===== src/hw/rtl/cdq_pkg.sv =====
// Shared types and constants for the circular deque.
`timescale 1ns / 1ps

package cdq_pkg;

    localparam int DEPTH_DEFAULT = 1024;
    localparam int WORD_W        = 32;
    localparam int KIND_W        = 3;
    localparam int CAP_W         = 11;
    localparam int CAP_RESET     = 1024;
    localparam int OUT_W         = 72;

    localparam logic [KIND_W-1:0] KIND_PUSH_FRONT = 3'd0;
    localparam logic [KIND_W-1:0] KIND_PUSH_BACK  = 3'd1;
    localparam logic [KIND_W-1:0] KIND_POP_FRONT  = 3'd2;
    localparam logic [KIND_W-1:0] KIND_POP_BACK   = 3'd3;
    localparam logic [KIND_W-1:0] KIND_PEEK       = 3'd4;

    typedef enum logic [2:0] {
        OP_NONE,
        OP_PUSH_FIRST,
        OP_PUSH_FRONT,
        OP_PUSH_BACK,
        OP_POP_LAST,
        OP_POP_FRONT,
        OP_POP_BACK
    } op_t;

    typedef struct packed {
        op_t  op;
        logic cap_front;
        logic cap_rear;
        logic load_out;
        logic ok;
    } cmd_t;

    typedef struct packed {
        logic empty;
        logic full;
        logic single;
    } status_t;

endpackage


===== src/hw/rtl/cdq_ctrl.sv =====
// Controller: decodes each operation and sequences read, result and handshake.
`timescale 1ns / 1ps

module cdq_ctrl
    import cdq_pkg::*;
(
    input  logic              clk,
    input  logic              rst_n,
    input  logic              s_tvalid,
    output logic              s_tready,
    input  logic [KIND_W-1:0] kind,
    output logic              m_tvalid,
    input  logic              m_tready,
    input  status_t           status,
    output cmd_t              cmd
);

    typedef enum logic [1:0] {
        S_IDLE,
        S_READ,
        S_FINISH
    } state_t;

    state_t state_reg, state_next;
    logic   out_valid_reg, out_valid_next;
    logic   ok_reg, ok_next;
    logic   rd_front_reg, rd_front_next;

    op_t    dec_op;
    logic   dec_ok;
    logic   accept;
    logic   out_free;

    assign s_tready = (state_reg == S_IDLE);
    assign m_tvalid = out_valid_reg;
    assign accept   = s_tvalid && s_tready;
    assign out_free = !out_valid_reg || m_tready;

    always_comb
    begin
        dec_op = OP_NONE;
        dec_ok = 1'b0;
        unique case (kind) inside
            KIND_PUSH_FRONT, KIND_PUSH_BACK:
            begin
                if (!status.full)
                begin
                    dec_ok = 1'b1;
                    if (status.empty)
                        dec_op = OP_PUSH_FIRST;
                    else if (kind == KIND_PUSH_FRONT)
                        dec_op = OP_PUSH_FRONT;
                    else
                        dec_op = OP_PUSH_BACK;
                end
            end
            KIND_POP_FRONT, KIND_POP_BACK:
            begin
                if (!status.empty)
                begin
                    dec_ok = 1'b1;
                    if (status.single)
                        dec_op = OP_POP_LAST;
                    else if (kind == KIND_POP_FRONT)
                        dec_op = OP_POP_FRONT;
                    else
                        dec_op = OP_POP_BACK;
                end
            end
            KIND_PEEK:
            begin
                dec_ok = 1'b1;
            end
            default:
            begin
                dec_ok = 1'b0;
            end
        endcase
    end

    always_comb
    begin
        state_next     = state_reg;
        out_valid_next = out_valid_reg;
        ok_next        = ok_reg;
        rd_front_next  = rd_front_reg;
        cmd            = '{op: OP_NONE, cap_front: 1'b0, cap_rear: 1'b0,
                           load_out: 1'b0, ok: ok_reg};

        if (out_valid_reg && m_tready)
            out_valid_next = 1'b0;

        unique case (state_reg)
            S_IDLE:
            begin
                if (accept)
                begin
                    cmd.op        = dec_op;
                    ok_next       = dec_ok;
                    rd_front_next = (dec_op == OP_POP_FRONT);
                    // pops that leave entries need the new end word from the RAM
                    if (dec_op == OP_POP_FRONT || dec_op == OP_POP_BACK)
                        state_next = S_READ;
                    else
                        state_next = S_FINISH;
                end
            end
            S_READ:
            begin
                cmd.cap_front = rd_front_reg;
                cmd.cap_rear  = !rd_front_reg;
                state_next    = S_FINISH;
            end
            S_FINISH:
            begin
                if (out_free)
                begin
                    cmd.load_out   = 1'b1;
                    out_valid_next = 1'b1;
                    state_next     = S_IDLE;
                end
            end
            default:
            begin
                state_next = S_IDLE;
            end
        endcase
    end

    always_ff @(posedge clk or negedge rst_n)
    begin
        if (!rst_n)
        begin
            state_reg     <= S_IDLE;
            out_valid_reg <= 1'b0;
            ok_reg        <= 1'b0;
            rd_front_reg  <= 1'b0;
        end
        else
        begin
            state_reg     <= state_next;
            out_valid_reg <= out_valid_next;
            ok_reg        <= ok_next;
            rd_front_reg  <= rd_front_next;
        end
    end

endmodule


===== config.mk =====
export PLATFORM = sky130hd
export DESIGN_NAME = cdq_ctrl
export DESIGN_NICKNAME = d
export VERILOG_FILES = /design/src/hw/rtl/cdq_pkg.sv /design/src/hw/rtl/cdq_ctrl.sv
export SDC_FILE = /design/constraint.sdc
export NUM_CORES = 1
export LEC_CHECK = 0
export ABC_AREA = 1
export ABC_CLOCK_PERIOD_IN_PS = 1300
export BUFFER_PORTS_ARGS = -buffer_cell sky130_fd_sc_hd__buf_2
export CAP_MARGIN = 20
export CORE_AREA = 2 2 39 41
export DETAILED_ROUTE_END_ITERATION = 12
export DIE_AREA = 0 0 41 43
export PLACE_DENSITY = 0.51
export SYNTH_ARGS = -nofsm -noshare
export SYNTH_HDL_FRONTEND = slang
export SYNTH_SLANG_ARGS = --single-unit

===== constraint.sdc =====
create_clock -name clk -period 1.3 [get_ports clk]
set_input_delay 0 -clock clk [delete_from_list [all_inputs] [get_ports clk]]
set_output_delay 0 -clock clk [all_outputs]
set_load 0.005 [all_outputs]

# Word level (Yosys, flattened, before mapping)
# Cells that the tools add are included.
[classes]
eq_ne = 10
muxes = 22
n_reduce_logical = 12
[op_table]
columns = ["cell", "n"]
rows = [
  ["$mux 3", 5],
  ["$mux 2", 6],
  ["$eq 3x3->1 const B", 3],
  ["$mux 1", 8],
  ["$eq 3x2->1 const B", 2],
  ["$pmux 2 s3", 1],
  ["$pmux 3 s2", 1],
  ["$reduce_and 2->1", 2],
  ["$reduce_or 2->1", 2],
  ["$eq 3x1->1 const B", 1],
  ["$logic_not 3->1", 1],
  ["$pmux 1 s3", 1],
  ["$eq 2x1->1 const B", 1],
  ["$eq 2x2->1 const B", 1],
  ["$logic_and 1x1->1", 2],
  ["$logic_not 1->1", 2],
  ["$logic_not 2->1", 1],
  ["$logic_or 1x1->1", 2],
  ["$ne 2x1->1 const B", 1],
  ["$ne 2x2->1 const B", 1],
]
[totals]
ff_bits = 5
input_bits = 10
output_inout_bits = 9
word_cells = 48

# Logic depth before layout (Yosys ltp)
# Gate-level depths: netlist of the first run.
[logic_depth]
depth_word = 10
depth_mapped = 5
mapped_depth_nobuf = 5

# Worst setup path before layout of the first run
# No wires, ideal clock.
[synth_timing]
kind = "register to register"
start = "register state_reg[1]"
end = "register ok_reg"
setup_ns = 0.121
arrival_ns = 0.739
required_time_ns = 1.179
setup_slack_ns = 0.440
stages_incl_launch_ff = 5
n_path_buf = 0
period_less_slack_ns = 0.860
path_cell_list = "dfrtp_1 > nor2_4 > nand2_4 > nand2_1 > nand3_2"
[synth_between]
elab_chain_len = 3
[synth_rtl]
columns = ["element", "line_no", "text"]
rows = [
  ["start, declared", "cdq_ctrl.sv:24", "state_t state_reg, state_next;"],
  ["start signal, assigned", "cdq_ctrl.sv:141", "state_reg <= state_next;"],
  ["$logic_not 2->1 (*)", "cdq_ctrl.sv:34", "assign s_tready = (state_reg == S_IDLE);"],
  ["net s_tready", "cdq_ctrl.sv:10", "output logic s_tready,"],
  ["$logic_and 1x1->1", "cdq_ctrl.sv:36", "assign accept = s_tvalid && s_tready;"],
  ["$reduce_and 2->1 (no line) (*)", "--", ""],
  ["end signal, assigned", "cdq_ctrl.sv:143", "ok_reg <= ok_next;"],
  ["end, declared", "cdq_ctrl.sv:26", "logic ok_reg, ok_next;"],
]
# Mark *: on every way through the listed nets, which the timed path passes. The rest lies on a longest branch.
# A chain may end at the register's enable or synchronous reset.

==> results of run 1 <==
-- cell families (layout without fill, tap and decap cells) --
kind of cell / after synthesis / in the layout / synth area share, %
and+or+nand+nor: 32 / 32 / 41.7
buffers and inverters: 14 / 36 / 15.5
AOI/OAI and AO/OA: 6 / 6 / 8.27
DFF: 5 / 5 / 34.5
-- path summary, 6_finish.rpt --
path | from | slack, ps | cells after the start | endpoint
worst max-delay path | state_reg[1] | 150 | 4 | cmd[5]
worst min-delay path | status[0] | 30 | 4 | state_reg[0]
worst max register to register | state_reg[1] | 410 | 4 | ok_reg
worst min register to register | ok_reg | 500 | 2 | ok_reg
max in group asynchronous | rst_n | 1060 | 2 | state_reg[0]
min in group asynchronous | rst_n | 100 | 2 | m_tvalid
-- report_power, final --
group / internal, mW / switching [mW] / total, mW / leakage [nW]
combinational: 0.0645 / 0.0796 / 0.144 / 0.223
sequential: 0.179 / 0.0192 / 0.199 / 0.0641
clock: 0.116 / 0.0579 / 0.174 / 0.0150
-- area by class of cell --
type / count / area (sq um) / area share, %
Tap cell: 16 / 20.0 / 3.99
Clock buffer: 4 / 26.3 / 5.24
Multi-Input combinational cell: 38 / 181 / 36.2
Sequential cell: 5 / 125 / 24.9
Inverter: 13 / 48.8 / 9.73
Timing Repair Buffer: 19 / 100 / 20.0
-- metrics by stage --
step / power, mW / std cells
2_1_floorplan: 0.291 / 57
6_report: 0.516 / 95
3_3_place_gp: 0.344 / 90
4_1_cts: 0.529 / 95
5_1_grt: 0.559 / 95
3_5_place_dp: 0.345 / 90
-- synth_stat cells, drive strengths merged --
library cell,n
nand2,14
inv,13
nor2,13
dfrtp,5
nand3,4
a21oi,3
o21ai,3
buf,1
nor3,1
-- worst min-delay path, cell delays in order --
cell and delay, ps:
buf_2 80, inv_1 30, nand2_1 60, nor3_1 50
-- layout by cell type, fill, tap and decap left out --
| master | count |
|---|---|
| a21oi_1 | 3 |
| buf_2 | 18 |
| clkbuf_1 | 1 |
| clkbuf_4 | 3 |
| dfrtp_1 | 5 |
| dlygate4sd3_1 | 1 |
| inv_1 | 12 |
| inv_2 | 1 |
| nand2_1 | 12 |
| nand2_2 | 1 |
| nand2_4 | 1 |
| nand3_1 | 3 |
| nand3_2 | 1 |
| nor2_1 | 11 |
| nor2_2 | 1 |
| nor2_4 | 1 |
| nor3_1 | 1 |
| o21ai_0 | 1 |
| o21ai_1 | 2 |
-- metal layers --
layer	GRT usage, %	wire length (um)	vias up
li1	-	-	214
met1	9.42	311	165
met2	16.9	376	16
met3	3.14	58	0
met4	10.0	0	0
met5	0	0	-
-- what timing repair did --
action	4_1_cts	5_1_grt
hold buffers	1	0
hold endpoints to repair	5	0
endpoints found under the setup margin	0	0
==> summary.txt, run 1 <==
Timing
  – Clock Skews: 1.89 ps
  – Max_slew headroom: 88.5%
  – Setup Viol. Count Final: 0
  – Final setup margin: 152 ps
  – TNS Setup: 0 ps
  – Final Critical Period: 1150 ps
  – Fin. max-slew vios: 0
  – Slew @ Worst Pin: 172 ps
  – Share of the cycle needed by the critical path after routing: 88.3%
  – Unrepaired setup endpoints after global routing: no
  – WHS: 33.1 ps
  – Peak Freq: 871 MHz
  – Final hold violations: 0

Critical path
  – Crit-path max FO: 4
  – CP max-delay cell: dfrtp_1
  – Worst path required time: 1300 ps
  – CP Buf/Inv Count: 1
  – CP max stage delay: 420 ps
  – Critical path arrival: 1150 ps
  – Worst setup EP type: output pin
  – Critical Path Source Type: register
  – Worst-path cell chain: nor2_4 -> nand3_1 -> a21oi_1 -> buf_2
  – Setup CP Type: register to output pin
  – Delay-heaviest family, CP: flip-flops

Placement
  – DP Worst Slack: 405 ps
  – DP Area: 465 sq um
  – DP HPWL: 653 um
  – GP Congestion: 0.703
  – Number of port buffers: 18

GRT
  – Initial antenna violation count: 0
  – First-pass GRT wire length: 1210 um
  – Vias in the first global route: 345
  – All-Layer GR Usage: 10.5%
  – Largest net degree at the start of global routing: 6
  – Grt total ovfl: 0

Route
  – Via density: 4.16
  – WL/cell: 7.85 um
  – Drc violations: 0
  – Final ANT Viol Nets: 0
  – Final wirelength: 746 um
  – DR iter-0 viols: 2
  – First drt pass iteration count: 3
  – Total vias in the final route: 395

Finish
  – Post-layout util: 36.3%
  – Post-layout nets: 90
  – Final instance area: 502 sq um
  – ANT cells: 0
  – Ratio of cells with drive above 1 in the final layout: 34.2%
  – Max FFs per register: 2
  – Filler instances: 160
  – Area added between synthesis and finish: 38.3%

Power
  – Leak: 0.302 nW
  – Peak VDD IR: 0.339 mV
  – PwrDens: 1030 mW/mm^2

Synthesis
  – Synth Register Bits: 5
  – Post-Syn Area: 363 sq um
  – Sequential-to-total area share from yosys stat: 34.5%
  – Top area cells in the synthesized netlist: dfrtp_1 (34%), inv_1 (12%), nand2_1 (12%), nor2_1 (11%), a21oi_1 (4.1%)
  – Syn Inst Count: 57
  – Net Count, Synth: 67
  – Yosys top cell area share: 34.5%
  – Post-synth top area cell: dfrtp_1
  – Syn avg cell area: 6.37 sq um
  – Yosys cell types: 16
  – Ys Warns: 0

CTS
  – CTS tree: yes
  – Resized Gates After CTS: 0
  – CTS clock-pin slew for the worst setup and hold paths: 40 ps
  – CTS HTree Levels: 1
  – CTS Buffer Depth: 2
  – CTS buffer count: 3
  – Clk sinks: 5
  – Clock root cell: clkbuf_4
  – Clock latency at the later pin of the worst-skew pair: 240 ps
  – Postcts setup bufs: 0

Floorplanning
  – Core area: 0.00138 sq mm
  – Initial core utilization: 26.2%
  – Die X: 41 um
  – Die area: 0.00176 sq mm
  – Num rows: 14
  – Io pins: 19
  – Die height: 43 um

Status
  – Status: complete, no violations

Flow run
  – Max Cap Viol: 0

Worst hold path
  – Min-Delay Path Class: input pin to register
No activity file was read; power rests on OpenSTA's default activity.
==> run 2, diff against run 1 <==
- CELL_PAD_IN_SITES_DETAIL_PLACEMENT: default -> 2
- CELL_PAD_IN_SITES_GLOBAL_PLACEMENT: default -> 2
- CORE_AREA: 2 2 39 41 -> default
- CORE_UTILIZATION: default -> 21
- DIE_AREA: 0 0 41 43 -> default
- HOLD_SLACK_MARGIN: default -> 0.15
- PLACE_DENSITY: 0.51 -> 0.75
==> run 2 against run 1 <==
  * The run now ends with design-rule violations left
  * Non-clock buffer count increased by 8
  * Clock skew about the same
  * Register-to-register slack got worse by 50 ps
  * Global-route usage increased by 3.6 points
  * Combinational power increased by 20%
  * Largest power group unchanged
  * Flip-flop and latch count unchanged
  * Sequential share of layout area decreased by 3.8 points
  * Design area increased by 18%
  * Via count increased by 13%
  * Setup slack got worse by 44 ps
  * Utilization increased by 1.6 points
==> summary.txt, run 2 (synthesis results as in run 1) <==
GRT
  – Grt total ovfl: 0
  – Vias in the first global route: 461
  – Largest net degree at the start of global routing: 6
  – Initial antenna violation count: 0
  – All-Layer GR Usage: 14.0%
  – First-pass GRT wire length: 1910 um

Route
  – DR iter-0 viols: 9
  – Via density: 4.33
  – Final wirelength: 1150 um
  – Total vias in the final route: 446
  – WL/cell: 11.2 um
  – Final ANT Viol Nets: 0
  – Drc violations: 6
  – First drt pass iteration count: 7

Timing
  – Clock Skews: 2.09 ps
  – Setup Viol. Count Final: 0
  – Max_slew headroom: 83.0%
  – Fin. max-slew vios: 0
  – Final Critical Period: 1190 ps
  – Unrepaired setup endpoints after global routing: no
  – Final hold violations: 0
  – Slew @ Worst Pin: 252 ps
  – Share of the cycle needed by the critical path after routing: 91.6%
  – WHS: 187 ps
  – TNS Setup: 0 ps
  – Peak Freq: 839 MHz

Placement
  – DP HPWL: 851 um
  – Number of port buffers: 18
  – GP Congestion: 0.698

Worst hold path
  – Min-Delay Path Class: input pin to register
  – HP Start: status[1]
  – Worst hold path cell count: 6

Critical path
  – Crit-path max FO: 4
  – Setup CP Type: input pin to output pin
  – Worst reg2reg startpoint: state_reg[0]
  – Worst path required time: 1300 ps
  – CP Launch Point: status[2]
  – Register-to-register setup slack: 360 ps
  – Worst Reg2Reg Path Length in Cells: 5
  – Critical path arrival: 1190 ps
  – Critical Path Source Type: input pin
  – Worst setup EP type: output pin

Floorplanning
  – Core area: 0.00156 sq mm
  – Num rows: 14
  – Die area: 0.00190 sq mm
  – Initial core utilization: 23.3%
  – Die height: 43.6 um
  – Die X: 43.6 um
  – Io pins: 19

Power
  – Switch share: 32.4%
  – Register share of total power: 35.9%
  – Peak VDD IR: 0.288 mV
  – Clock power frac: 33.0%
  – Switch Pwr: 180 uW
  – Leak: 0.335 nW
  – Total Power: 557 uW
  – Combinational power share: 31.1%
  – P_int: 377 uW
  – PwrDens: 943 mW/mm^2

Finish
  – Area added between synthesis and finish: 62.8%
  – ANT cells: 0
  – Ratio of cells with drive above 1 in the final layout: 34.5%
  – Most common cell after layout, fill and taps aside: buf_2
  – Post-layout nets: 98
  – Filler instances: 205
  – Max FFs per register: 2
  – Most frequent cells in the layout: buf_2 (18), inv_1 (12), nand2_1 (12)

CTS
  – Clock latency at the later pin of the worst-skew pair: 240 ps
  – CTS buffer count: 3
  – CTS HTree Levels: 1
  – Clk sinks: 5
  – Clock root cell: clkbuf_4
  – CTS clock-pin slew for the worst setup and hold paths: 40 ps
  – CTS Buffer Depth: 2
  – CTS tree: yes

Status
  – Status: finished, violations left
  – Failing checks: design-rule violations

Flow run
  – Max Cap Viol: 0
[run 2: cell count changes in the layout (fill, tap and decap cells not counted), sizes merged]
cell and delta:
dlygate4sd3 +8
[run 2: power by group through the flow]
stage / registers, mW / clock network [mW] / logic, mW
final: 0.200 / 0.184 / 0.173
after global routing: 0.203 / 0.201 / 0.197
after CTS: 0.200 / 0.195 / 0.173
after detailed placement: 0.202 / 0 / 0.151
after global placement: 0.201 / 0 / 0.146
after floorplan: 0.200 / 0 / 0.0916
[run 2: worst paths after layout]
path / to
setup / recovery: cmd[4]
hold / removal: ok_reg
setup reg to reg: state_reg[1]
hold reg to reg: ok_reg
max in group asynchronous: state_reg[0]
min in group asynchronous: m_tvalid
[run 2: cell type report]
cell class,count,area [sq um],share of cell area [%]
sequential,5,125,21.2
inverter,13,48.8,8.26
clock buffer,4,26.3,4.45
tap,16,20.0,3.39
timing repair buffer,27,180,30.5
multi-input combinational,38,190,32.2
[run 2: routing by layer]
| metal | wire length (um) | up-vias | GRT usage, % |
|---|---|---|---|
| li1 | - | 230 | - |
| met1 | 455 | 198 | 13.8 |
| met2 | 633 | 16 | 26.6 |
| met3 | 47 | 2 | 0.833 |
| met4 | 14 | 0 | 11.3 |
| met5 | 0 | - | 0 |
[run 2: stage by stage]
| step | instance area [sq um] | instances | util, % | setup slack [ps] |
|---|---|---|---|---|
| global route | 591 | 103 | 37.9 | 16.4 |
| detailed placement | 465 | 90 | 29.9 | 376 |
| finish | 591 | 103 | 37.9 | 109 |
| floorplan | 363 | 57 | - | 440 |
| global placement | 465 | 90 | 29.9 | 407 |
| CTS | 582 | 103 | 37.3 | 74.4 |
[run 2: worst max-delay path, cell delays in order]
cell	delay (ps)
dlygate4sd3_1	530
buf_2	150
nor2_2	120
nand3_1	140
a21oi_2	150
buf_2	110
[run 2: what timing repair did]
item                                    in CTS  in global routing
gates resized for setup                      0                  3
setup buffers                                0                  0
hold buffers                                 9                  0
endpoints found under the setup margin       0                  1
endpoints found under the hold margin       10                  0
==> run 3, diff against run 2 <==
- GPL_TIMING_DRIVEN: default -> 0
==> run 3 against run 2 <==
  * The run still ends with design-rule violations left
  * Utilization up 0.16 points
  * Cell count up 0.97%
  * Non-clock buffer count up 1
  * Setup slack worse by 33 ps
  * Maximum frequency down 2.7%
  * Die area unchanged
  * Hold slack worse by 26 ps
  * Register-to-register slack better by 20 ps
  * Largest power group unchanged
==> summary.txt, run 3 (synthesis results as in run 1) <==
Status
  – Status: finished, violations left
  – Failing checks: design-rule violations

Power
  – Switch Pwr: 180 uW
  – Register share of total power: 35.7%
  – PwrDens: 951 mW/mm^2
  – Peak VDD IR: 0.234 mV
  – P_int: 384 uW
  – Switch share: 31.9%
  – Combinational power share: 32.3%
  – Clock power frac: 32.0%
  – Leak: 0.341 nW

Route
  – First drt pass iteration count: 8
  – Drc violations: 6
  – Total vias in the final route: 458
  – Final ANT Viol Nets: 0
  – Final wirelength: 1140 um
  – Via density: 4.40
  – DR iter-0 viols: 12
  – WL/cell: 10.9 um

Finish
  – Max FFs per register: 2
  – Final instance area: 593 sq um
  – Most frequent cells in the layout: buf_2 (18), inv_1 (12), nand2_1 (12)
  – Post-layout nets: 99
  – Ratio of cells with drive above 1 in the final layout: 33.0%
  – Area added between synthesis and finish: 63.4%
  – Most common cell after layout, fill and taps aside: buf_2
  – ANT cells: 0
  – Post-layout util: 38.0%

Timing
  – Slew @ Worst Pin: 246 ps
  – WHS: 161 ps
  – TNS Setup: 0 ps
  – Final setup margin: 75.8 ps
  – Unrepaired setup endpoints after global routing: no
  – Fin. max-slew vios: 0
  – Peak Freq: 817 MHz
  – Final Critical Period: 1220 ps
  – Clock Skews: 2.47 ps
  – Final hold violations: 0
  – Max_slew headroom: 83.5%
  – Share of the cycle needed by the critical path after routing: 94.2%
  – Setup Viol. Count Final: 0

GRT
  – Grt total ovfl: 0
  – All-Layer GR Usage: 13.7%
  – Initial antenna violation count: 0
  – Largest net degree at the start of global routing: 6
  – Vias in the first global route: 462
  – First-pass GRT wire length: 1880 um

CTS
  – Clock root cell: clkbuf_4
  – CTS Buffer Depth: 2
  – CTS tree: yes
  – Clock latency at the later pin of the worst-skew pair: 240 ps
  – Clk sinks: 5
  – CTS buffer count: 3
  – CTS HTree Levels: 1
  – CTS clock-pin slew for the worst setup and hold paths: 50 ps

Worst hold path
  – HP Start: status[1]
  – Worst Hold Path EP: ok_reg
  – Min-Delay Path Class: input pin to register
  – Worst hold path cell count: 6

Critical path
  – Setup CP Type: input pin to output pin
  – Worst Reg2Reg Path Length in Cells: 4
  – RR Endpoint: ok_reg
  – Critical path arrival: 1220 ps
  – Worst reg2reg startpoint: state_reg[1]
  – Worst setup EP type: output pin
  – Worst path required time: 1300 ps
  – Register-to-register setup slack: 380 ps
  – Critical Path Source Type: input pin
  – Crit-path max FO: 4

Placement
  – DP Area: 473 sq um
  – DP HPWL: 884 um
  – Number of port buffers: 18
  – GP Congestion: 0.706
  – DP Worst Slack: 374 ps

Flow run
  – Max Cap Viol: 0

Floorplanning
  – Num rows: 14
  – Io pins: 19
  – Die height: 43.6 um
  – Die X: 43.6 um
  – Core area: 0.00156 sq mm
  – Die area: 0.00190 sq mm
  – Initial core utilization: 23.3%
==> run 3: critical path, cell delays in order <==
cell           delay, ps
dlygate4sd3_1        530
buf_2                140
nor2_1               140
nand3_1              160
a21oi_2              140
buf_2                110
==> run 3: worst max path at each step <==
stage                       from      to  slack [ps]
CTS                      kind[2]  cmd[6]          90
detailed placement  state_reg[1]  cmd[4]         370
floorplan           state_reg[1]  ok_reg         440
finish                 status[2]  cmd[4]          80
global placement    state_reg[1]  cmd[4]         380
global route             kind[1]  cmd[4]           2
==> run 3: timing repair <==
item	CTS	global route
hold buffers	9	0
hold endpoints to repair	10	0
gates resized for setup	0	1
setup buffers	0	0
endpoints found under the setup margin	0	1
==> run 3: layout make-up <==
cell class,count,area (sq um)
sequential,5,125
clock buffer,4,26.3
fill,196,966
multi-input combinational,38,185
inverter,13,48.8
tap,16,20.0
timing repair buffer,27,180
buffer,1,7.51
==> run 3: stage by stage <==
step	instances	power [mW]
floorplan	57	0.291
global placement	91	0.355
detailed placement	91	0.364
CTS	104	0.577
global route	104	0.612
finish	104	0.564
==> run 3: power groups by stage <==
| stage | Sequential, mW | Clock (mW) | Combinational [mW] |
|---|---|---|---|
| after global placement | 0.201 | 0 | 0.154 |
| after CTS | 0.203 | 0.191 | 0.183 |
| after floorplan | 0.200 | 0 | 0.0916 |
| after detailed placement | 0.204 | 0 | 0.161 |
| final | 0.201 | 0.181 | 0.182 |
| after global routing | 0.205 | 0.201 | 0.205 |
==> run 3: layer usage <==
layer	part of all wire (%)	up-vias	wire length, um	track usage, %
met2	57	14	650	26.3
met5	0	-	0	0
met3	3.3	0	38	2.50
met1	39	213	446	13.6
met4	0	0	0	7.50
li1	-	231	-	-
